`src/sv/bfdh_pkg.sv`:
```
// bfdh_pkg: widths, codes, state type and controller/datapath link types
// for the bloom filter double hash unit. No dependencies.

package bfdh_pkg;

  // fixed field widths
  localparam int FILTER_BITS_W = 19;
  localparam int HASH_COUNT_W  = 5;
  localparam int WORD_W        = 64;
  localparam int WORD_INDEX_W  = 12;
  localparam int MODE_W        = 2;
  localparam int BIT_POS_W     = 6;
  localparam int CFG_INDEX_W   = 8;
  localparam int CFG_DATA_W    = 32;

  // bit-serial remainder length, one dividend bit a cycle
  localparam int DIV_STEPS = WORD_W;
  localparam int STEP_W    = 6;

  // parameter defaults
  localparam int DEF_STORE_WORDS = 4096;
  localparam int DEF_MAX_HASHES  = 16;

  // register reset values
  localparam logic [FILTER_BITS_W-1:0] FILTER_BITS_RST = 19'd133390;
  localparam logic [HASH_COUNT_W-1:0]  HASH_COUNT_RST  = 5'd6;

  // register indexes
  localparam logic [CFG_INDEX_W-1:0] CFG_FILTER_BITS = 8'd0;
  localparam logic [CFG_INDEX_W-1:0] CFG_HASH_COUNT  = 8'd1;

  typedef enum logic [MODE_W-1:0] {
    MODE_ADD   = 2'd0,
    MODE_TEST  = 2'd1,
    MODE_UNION = 2'd2,
    MODE_ISECT = 2'd3
  } mode_t;

  typedef enum logic [3:0] {
    ST_CLEAR,
    ST_IDLE,
    ST_REM,
    ST_SETUP,
    ST_HASH_RD,
    ST_HASH_CHK,
    ST_MRG_RD,
    ST_MRG_WR,
    ST_DONE
  } state_t;

  // controller to datapath
  typedef struct packed {
    logic load;
    logic rem_step;
    logic hash_setup;
    logic hash_chk;
    logic mrg_rd;
    logic mrg_wr;
    logic clear_step;
    logic out_load;
  } ctrl_cmd_t;

  // datapath to controller
  typedef struct packed {
    logic                    is_test;
    logic [HASH_COUNT_W-1:0] k;
    logic                    bit_set;
    logic                    clr_last;
    logic                    out_free;
  } ctrl_status_t;

endpackage

```
`src/sv/bfdh_ctrl.sv`:
```
// bfdh_ctrl: sequencer for clearing, remainder steps, hash walk and merge
// depends on bfdh_pkg

module bfdh_ctrl import bfdh_pkg::*; (
  input  logic              clk,
  input  logic              rst_n,
  input  logic              in_valid,
  input  logic [MODE_W-1:0] in_mode,
  output logic              in_ready,
  input  ctrl_status_t      status,
  output ctrl_cmd_t         cmd
);

  state_t                  state_r;
  state_t                  state_nxt;
  logic [STEP_W-1:0]       step_cnt_r;
  logic [STEP_W-1:0]       step_cnt_nxt;
  logic [HASH_COUNT_W-1:0] hash_cnt_r;
  logic [HASH_COUNT_W-1:0] hash_cnt_nxt;
  logic                    last_hash;
  mode_t                   in_mode_c;

  assign in_mode_c = mode_t'(in_mode);
  assign last_hash = ({1'b0, hash_cnt_r} + (HASH_COUNT_W+1)'(1)) == {1'b0, status.k};

  // next state
  always_comb begin
    state_nxt = state_r;
    case (state_r)
      ST_CLEAR: begin
        if (status.clr_last) state_nxt = ST_IDLE;
      end
      ST_IDLE: begin
        if (in_valid) begin
          if (in_mode_c inside {MODE_ADD, MODE_TEST}) begin
            state_nxt = ST_REM;
          end else begin
            state_nxt = ST_MRG_RD;
          end
        end
      end
      ST_REM: begin
        if (step_cnt_r == STEP_W'(DIV_STEPS - 1)) state_nxt = ST_SETUP;
      end
      ST_SETUP: begin
        state_nxt = (status.k == '0) ? ST_DONE : ST_HASH_RD;
      end
      ST_HASH_RD: state_nxt = ST_HASH_CHK;
      ST_HASH_CHK: begin
        if (last_hash || (status.is_test && !status.bit_set)) begin
          state_nxt = ST_DONE;
        end else begin
          state_nxt = ST_HASH_RD;
        end
      end
      ST_MRG_RD: state_nxt = ST_MRG_WR;
      ST_MRG_WR: state_nxt = ST_DONE;
      ST_DONE: begin
        if (status.out_free) state_nxt = ST_IDLE;
      end
      default: state_nxt = ST_CLEAR;
    endcase
  end

  // counters
  always_comb begin
    step_cnt_nxt = (state_r == ST_REM) ? step_cnt_r + STEP_W'(1) : '0;
    case (state_r)
      ST_SETUP:    hash_cnt_nxt = '0;
      ST_HASH_CHK: hash_cnt_nxt = hash_cnt_r + HASH_COUNT_W'(1);
      default:     hash_cnt_nxt = hash_cnt_r;
    endcase
  end

  always_ff @(posedge clk) begin
    if (!rst_n) begin
      state_r    <= ST_CLEAR;
      step_cnt_r <= '0;
      hash_cnt_r <= '0;
    end else begin
      state_r    <= state_nxt;
      step_cnt_r <= step_cnt_nxt;
      hash_cnt_r <= hash_cnt_nxt;
    end
  end

  // outputs
  always_comb begin
    cmd      = '0;
    in_ready = 1'b0;
    case (state_r)
      ST_CLEAR:    cmd.clear_step = 1'b1;
      ST_IDLE: begin
        in_ready = 1'b1;
        cmd.load = in_valid;
      end
      ST_REM:      cmd.rem_step   = 1'b1;
      ST_SETUP:    cmd.hash_setup = 1'b1;
      ST_HASH_CHK: cmd.hash_chk   = 1'b1;
      ST_MRG_RD:   cmd.mrg_rd     = 1'b1;
      ST_MRG_WR:   cmd.mrg_wr     = 1'b1;
      ST_DONE:     cmd.out_load   = status.out_free;
      default: ;
    endcase
  end

`ifndef NO_ASSERTIONS
  a_accept_leaves_idle: assert property (@(posedge clk) disable iff (!rst_n)
    (in_valid && in_ready) |=> (state_r != ST_IDLE))
    else $error("accepted item did not start work");

  a_rem_length: assert property (@(posedge clk) disable iff (!rst_n)
    (state_r == ST_REM && step_cnt_r == STEP_W'(DIV_STEPS - 1)) |=> (state_r == ST_SETUP))
    else $error("remainder steps did not end on count");

  a_chk_after_rd: assert property (@(posedge clk) disable iff (!rst_n)
    (state_r == ST_HASH_CHK) |-> ($past(state_r) == ST_HASH_RD))
    else $error("bit check without a preceding read");

  a_no_hash_done: assert property (@(posedge clk) disable iff (!rst_n)
    (cmd.hash_setup && status.k == '0) |=> (state_r == ST_DONE))
    else $error("zero hash count did not finish at once");
`endif

endmodule

```
`config.mk`:
```
export PLATFORM = sky130hd
export DESIGN_NAME = bfdh_ctrl
export DESIGN_NICKNAME = d
export VERILOG_FILES = /design/src/sv/bfdh_pkg.sv /design/src/sv/bfdh_ctrl.sv
export SDC_FILE = /design/constraint.sdc
export NUM_CORES = 1
export LEC_CHECK = 0
export BUFFER_PORTS_ARGS = -buffer_cell sky130_fd_sc_hd__buf_2
export CORE_MARGIN = 2
export CORE_UTILIZATION = 56
export DETAILED_ROUTE_END_ITERATION = 8
export GPL_TIMING_DRIVEN = 1
export PLACE_DENSITY = 0.92
export REMOVE_ABC_BUFFERS = 1
export SYNTH_ARGS = -nofsm -noshare
export SYNTH_HDL_FRONTEND = slang
export SYNTH_SLANG_ARGS = --single-unit
```
`constraint.sdc`:
```
create_clock -name clk -period 4.7 [get_ports clk]
set_clock_uncertainty 0.2 [all_clocks]
set_input_delay 0.235 -clock clk [delete_from_list [all_inputs] [get_ports clk]]
set_output_delay 0.235 -clock clk [all_outputs]
set_load 0.02 [all_outputs]
```
* Yosys cells after proc, flatten, opt, wreduce, memory -nomap -nowiden
Index checks and enable logic that the tools add are counted.
** Word-level totals
- Bits in registers :: 15
- Output and inout port bits :: 9
- Logic and storage cells :: 49
** Cells by class
- $add $sub $neg :: 3
- Eq/ne operators :: 15
- Mux-type cells :: 18
- Reductions and logical operators :: 10
** Operators with widths (count)
- case mux 4 bit (9 select lines) :: 1
- two-way mux 4 bit :: 6
- == test 4 x 3 -> 1 bit, second input constant :: 4
- case mux 5 bit (2 select lines) :: 1
- two-way mux 1 bit :: 9
- == test 4 x 2 -> 1 bit, second input constant :: 2
- inequality test 2 bit, second input constant :: 4
- adder 5 x 1 -> 6 bit, second input constant :: 1
- adder 6 x 1 -> 6 bit, second input constant :: 1
- == test 6 x 5 -> 1 bit :: 1
- == test 6 bit, second input constant :: 1
- adder 5 x 1 -> 5 bit, second input constant :: 1
- zero test 5 bit :: 1
- == test 4 x 1 -> 1 bit, second input constant :: 1
- == test 4 bit, second input constant :: 1
- zero test 4 bit :: 1
- AND reduction 4 bit :: 1
- nonzero test 2 bit :: 2
- two-way mux 3 bit :: 1
- == test 2 x 1 -> 1 bit, second input constant :: 1
- zero test 2 bit :: 1
- AND reduction 2 bit :: 1
- logical AND 1 bit :: 1
- zero test 1 bit :: 1
- logical OR 1 bit :: 1

* Depth between registers and ports, before layout
Gate-level depths: netlist of run 1.
- Word-level depth :: 5
- Gate-level depth with buffers :: 6

* Worst setup path before layout of run 1
No wires, ideal clock.
- Path type :: register to output
- Start :: reg state_r[2]
- End :: out cmd[7] (netlist bit)
- Arrival :: 1.426 ns
- Required time :: 4.265 ns
- Setup slack :: 2.839 ns
- Cell stages (with the launch flop) :: 5
- Path through :: dfxtp_1 buf_4 nand2b_1 nor3_1 and2_1
** RTL lines
- start, declared :: line bfdh_ctrl.sv:14 : state_t state_r;
- start signal, assigned :: line bfdh_ctrl.sv:81 : state_r <= state_nxt;
- end, declared :: line bfdh_ctrl.sv:11 : output ctrl_cmd_t cmd

==> run metrics, run 1 <==
outcome=complete, no violations; ys flop type=dfxtp_1; CP startpoint kind=register; final hold violation count=0; CP peak stage delay=0.59 ns; Final Instance Area=1080 µm²; CP Buf/Inv Count=2; gr busiest metal=met2; RSZ-0062 raised after global routing=false; Worst Hold Class=in2reg; crit path DAT=~1.6 ns; post-synth top area cell=dfxtp_1; Remaining DRCs=0; drt first pass iters=4; top area cells in the synthesized netlist=dfxtp_1, xnor2_1, xor2_1; WL final=~2200 µm; n_diodes=0; Via density=6.28; crit share post-route=around 43%; synth unique cells=38; Num CTS Buffers=3; met2 Resource Use GR=42.0%; maximum clock rate=slightly below 500 MHz; die area=2080 µm²; Post-Syn Area=967 µm²; GRT Total Usage=24.6%; Post-CTS Hold Fix Bufs=0; DP Area=1050 µm²; fraction of layout cells with a size suffix above 1=21.7%; CP Capture Type=primary output; Die Span X=45.6 µm; H-tree Lvls=1; first-pass GRT wire length=~3600 µm; CP Cell Sequence=nand4bb_1, inv_2, buf_2; Slew Limit Fails=0; clk sink count=15; crit path to=cmd[4]; CP max-delay cell=dfxtp_1; top cell type's share of synthesized area=31.0%; wire length per cell=~14 µm; Cells after Synth=118; leakage=~0.44 nW; delay-heaviest family, CP=flip-flops; VDD IR max=about 0.20 mV; Starting Density=57.9%; Final ANT Viol Nets=0; clk_lat worst skew=0.29 ns; Yosys reg bits=15; met3 global-route usage=5.16%; Std-Cell Rows=15; worst r2r src=hash_cnt_r[0]; Buffers on Ports=21; Yosys warning count=0; Total Power=0.000271 W; dpl hpwl=around 1600 µm; top cells by count, synth=dfxtp_1, nor2_1, nand3_1; reg-to-reg critical path endpoint=state_r[2]; CTS Buffer Depth=2; PostCTS Resize Cnt=0; Final GP Congestion=0.757; min cycle time layout=~2 ns; Core ar.=1670 µm²; Synth Area per Inst=8.20 µm²; CP max FO=14; number of cells on the critical path=3; Synth-to-Final Area Change=11.8%; Iteration-0 DRC Markers=34; Power Density=roughly 250 nW/µm²; MaxCap Viol Count=0; vias in the first global route=879; path type of the worst setup path=reg2out; GR Overflow Total=0; Slew headroom=approximately 66%; met1 usage=27.5%; Post-synth EDFFs=0; Worst setup startpoint=state_r[0]; DR vias=roughly 970; reg2reg path depth=5; fraction of registers with async set/reset=0%; largest net degree at the start of global routing=17; r2r setup slk=2.87 ns; Reg clk slew, reported paths=roughly 0.090 ns; most common cell in the netlist=dfxtp_1; initial antenna violation count=0; die height=45.6 µm; Setup Fix Bufs, Post-CTS=0; final core occ=64.7%; I/O pin cnt=23; post-synthesis sequential area ratio=31.0%; CTS tree=yes; Setup-failing EPs final=0; # nets final=around 160; worst endpoint required time=4.26 ns; Least-Margin Pin Slew=slightly above 0.5 ns; Fin Setup TNS=0 ns; Root Buffer=clkbuf_4
## cells by family after synthesis
family / share of synthesized area, %
AND/OR/NAND/NOR: 33.4
flip-flops: 31.0
buffers and inverters: 6.47
AO/OA/AOI/OAI: 14.7
XOR/XNOR: 11.8
adder cells (fa/ha/maj): 2.59
## cell type report
type	instances	area [µm²]
clock inverters	1	5.00
inverters	6	22.5
fillers	145	589
multi-input cells	92	604
clock buffers	3	22.5
well taps	17	21.3
flip-flops and latches	15	300
repair buffers	21	105
## sequential cells by signal (all words and copies together) (netlist names)
signal / flops
hash_cnt_r: 5
step_cnt_r: 6
state_r: 4
## layer usage
layer  part of all wire (%)  vias up
li1                       -      472
met1                     41      449
met2                     50       41
met3                    5.7       11
met4                    3.3        0
met5                      0        -
## worst register-to-register path, stage by stage (launching register included)
cell	delay (ns)
dfxtp_1	0.44
ha_1	0.28
nand3_1	0.15
xnor2_1	0.17
nor4_2	0.34
o22ai_1	0.14
## worst min path at each step
stage	startpoint	endpoint	depth (start not counted)
floorplan	rst_n	step_cnt_r[1]	1
global placement	step_cnt_r[0]	step_cnt_r[0]	1
detailed placement	step_cnt_r[0]	step_cnt_r[0]	1
CTS	rst_n	step_cnt_r[1]	2
global route	rst_n	step_cnt_r[1]	2
finish	rst_n	step_cnt_r[1]	2
## layout by cell type, fill, tap and decap left out, drive strengths merged, types with 4 or more instances in the layout
cell type | netlist | routed
nor2 | 12 | 12
nand3 | 8 | 8
inv | 6 | 6
xnor2 | 7 | 7
buf | 5 | 21
nor3 | 5 | 5
nand2 | 4 | 4
xor2 | 6 | 6
dfxtp | 15 | 15
a21oi | 5 | 5
or3 | 4 | 4
and2 | 4 | 4
o21ai | 5 | 5
## report_power, final
part	total, W	leakage [nW]	internal [W]	switching (W)
Clock	0.0000744	0.0177	0.0000316	0.0000428
Sequential	0.000142	0.121	0.000131	0.0000111
Combinational	0.0000553	0.298	0.0000235	0.0000318
## per-stage QoR
stage	setup slack [ns]	std cells	hold WS, ns
after global routing	2.53	155	0.0612
final	2.68	155	0.0643
after floorplan	2.82	113	0.181
after CTS	2.69	155	0.0573
after detailed placement	2.89	151	0.260
after global placement	2.93	151	0.247
Note: power is estimated with default switching activity, not from simulation.
==> inputs of run 2 (changes only) <==
--- a/config.mk
+++ b/config.mk
@@ -7,10 +7,10 @@
 export LEC_CHECK = 0
 export BUFFER_PORTS_ARGS = -buffer_cell sky130_fd_sc_hd__buf_2
 export CORE_MARGIN = 2
-export CORE_UTILIZATION = 56
+export CORE_UTILIZATION = 47
 export DETAILED_ROUTE_END_ITERATION = 8
 export GPL_TIMING_DRIVEN = 1
-export PLACE_DENSITY = 0.92
+export PLACE_DENSITY = 0.83
 export REMOVE_ABC_BUFFERS = 1
 export SYNTH_ARGS = -nofsm -noshare
 export SYNTH_HDL_FRONTEND = slang
==> constraint.sdc (replaced) <==
create_clock -name clk -period 1.7 [get_ports clk]
set_clock_uncertainty 0.2 [all_clocks]
set_input_delay 0.085 -clock clk [delete_from_list [all_inputs] [get_ports clk]]
set_output_delay 0.085 -clock clk [all_outputs]
set_load 0.02 [all_outputs]
==> run metrics, run 2 (synthesis gave the netlist of run 1 again) <==
outcome=complete, no violations; wire length per cell=12.8 µm (-8.9%); Root Buffer=clkbuf_4; DR vias=973 (unchanged); WL final=2290 µm (+5.2%); VDD IR max=0.469 mV (+140%); met2 Resource Use GR=32.9% (-9.1 points); Reg with most FFs=step_cnt_r; worst r2r src=state_r[2]; dpl hpwl=1640 µm (+3.0%); MaxCap Viol Count=0 (unchanged); maximum clock rate=595 MHz; leakage=0.515 nW (+18%); met3 global-route usage=2.15% (-3.0 points); H-tree Lvls=1 (unchanged); Num CTS Buffers=3 (unchanged); die area=2440 µm² (+17%); initial antenna violation count=0 (unchanged); CP Cell Sequence=buf_4, nor3_1, and3_1, buf_2; CP max FO=6 (-8); die height=49.4 µm (+8.4%); CP Capture Type=primary output; met1 usage=21.9% (-5.6 points); Worst Hold Class=in2reg; fraction of layout cells with a size suffix above 1=36.8% (+15 points); CP peak stage delay=0.35 ns (-0.24 ns); first-pass GRT wire length=3540 µm (-1.7%); Buffers on Ports=21 (unchanged); Final ANT Viol Nets=0 (unchanged); vias in the first global route=877 (-0.23%); GR Overflow Total=0 (unchanged); RSZ-0062 raised after global routing=true; GRT Total Usage=18.7% (-5.9 points); Final GP Congestion=0.785 (+3.7%); Remaining DRCs=0 (unchanged); Setup-failing EPs final=0 (unchanged); final core occ=65.5% (+0.81 points); Slew headroom=73.5% (+7.2 points); n_diodes=0 (unchanged); gr busiest metal=met2; Power Density=639 nW/µm² (+150%); Synth-to-Final Area Change=31.6%; Via density=5.44 (-13%); Slew Limit Fails=0 (unchanged); Least-Margin Pin Slew=0.395 ns (-0.111 ns); worst endpoint required time=1.41 ns (-2.85 ns); CTS Buffer Depth=2 (unchanged); min cycle time layout=~1.7 ns; Fin Setup TNS=0 ns (unchanged); I/O pin cnt=23 (unchanged); drt first pass iters=4 (unchanged); CTS tree=yes; Starting Density=49.8% (-8.1 points); CP max-delay cell=dfxtp_4; worst hold start=status[8]; crit share post-route=98.9%; CP startpoint kind=register; final hold violation count=0 (unchanged); clk_lat worst skew=0.28 ns (about the same); Reg clk slew, reported paths=0.08 ns (about the same); Iteration-0 DRC Markers=22 (-35%); largest net degree at the start of global routing=14 (-3); max reg flops=6 (unchanged); Die Span X=49.4 µm (+8.4%); crit path DAT=1.40 ns (-0.19 ns); Core ar.=1940 µm² (+16%); clk sink count=15 (unchanged); Largest regs=step_cnt_r (6), hash_cnt_r (5), state_r (4); Worst setup startpoint=state_r[2]; path type of the worst setup path=reg2out; Std-Cell Rows=16 (+1); delay-heaviest family, CP=simple AND/OR/NAND/NOR gates; Fin Hold WS=0.0691 ns (+0.00483 ns); commonest non-fill, non-tap cell in the layout=buf_2; most frequent cells in the layout=buf_2, nor2_1, buf_4; # nets final=169 (+9.0%); CP Buf/Inv Count=2 (unchanged)
[run 2: cell count changes in the layout (fill, tap and decap cells not counted), moves of 2 or more]
| cell | change |
|---|---|
| buf_4 | +12 |
| buf_6 | +2 |
| dfxtp_1 | -7 |
| dfxtp_2 | +5 |
| dfxtp_4 | +2 |
| nor3_1 | -2 |
[run 2: path summary, 6_finish.rpt]
check | cells past startpoint | end | slack (ns)
worst min-delay path | 4 | state_r[2] | 0.07
worst min register to register | 1 | step_cnt_r[0] | 0.27
worst max register to register | 5 | state_r[3] | 0.04
worst max-delay path | 4 | cmd[0] | 0.02
[run 2: area by class of cell]
type                            count  area [µm²]
Clock buffer                        4        26.3
Fill cell                         165         669
Inverter                            6        22.5
Multi-Input combinational cell     92         653
Sequential cell                    15         314
Tap cell                           27        33.8
Timing Repair Buffer               35         223
[run 2: report_power, final]
part	switching (W)	internal [W]	total [W]
registers	0.0000193	0.000363	0.000382
logic	0.000120	0.000117	0.000236
clock network	0.000104	0.0000911	0.000195
total	0.000243	0.000570	0.000813
[run 2: worst reg2reg max path, delay by kind of cell (launching register included)]
family	cells	cell delay [ns]
buf+inv	1	0.15
compound gates	3	0.37
simple gates	1	0.53
flops	1	0.35
[run 2: stage by stage]
step                      instances  setup slack, ns  instance area (µm²)  total power (W)
final                           179           0.0179                 1270         0.000813
after global routing            179          -0.0284                 1270         0.000861
after CTS                       172         -0.00739                 1170         0.000764
after detailed placement        167          -0.0217                 1110         0.000563
after global placement          167           0.0196                 1110         0.000558
after floorplan                 113          -0.0282                  927         0.000496
[run 2: repair_timing]
| item | CTS | global route |
|---|---|---|
| hold buffers | 1 | 0 |
| resized for setup | 6 | 14 |
| pin swaps | 5 | 5 |
| setup endpoints to repair | 5 | 14 |
| endpoints found under the hold margin | 8 | 0 |
| buffers inserted | 0 | 7 |
[run 2: routing by layer]
metal  wire, µm  up-vias  part of all wire [%]
met5          0        -                     0
met4         40        0                   1.7
met3         83        4                   3.6
met2       1100       24                    48
met1       1070      457                    47
li1           -      488                     -
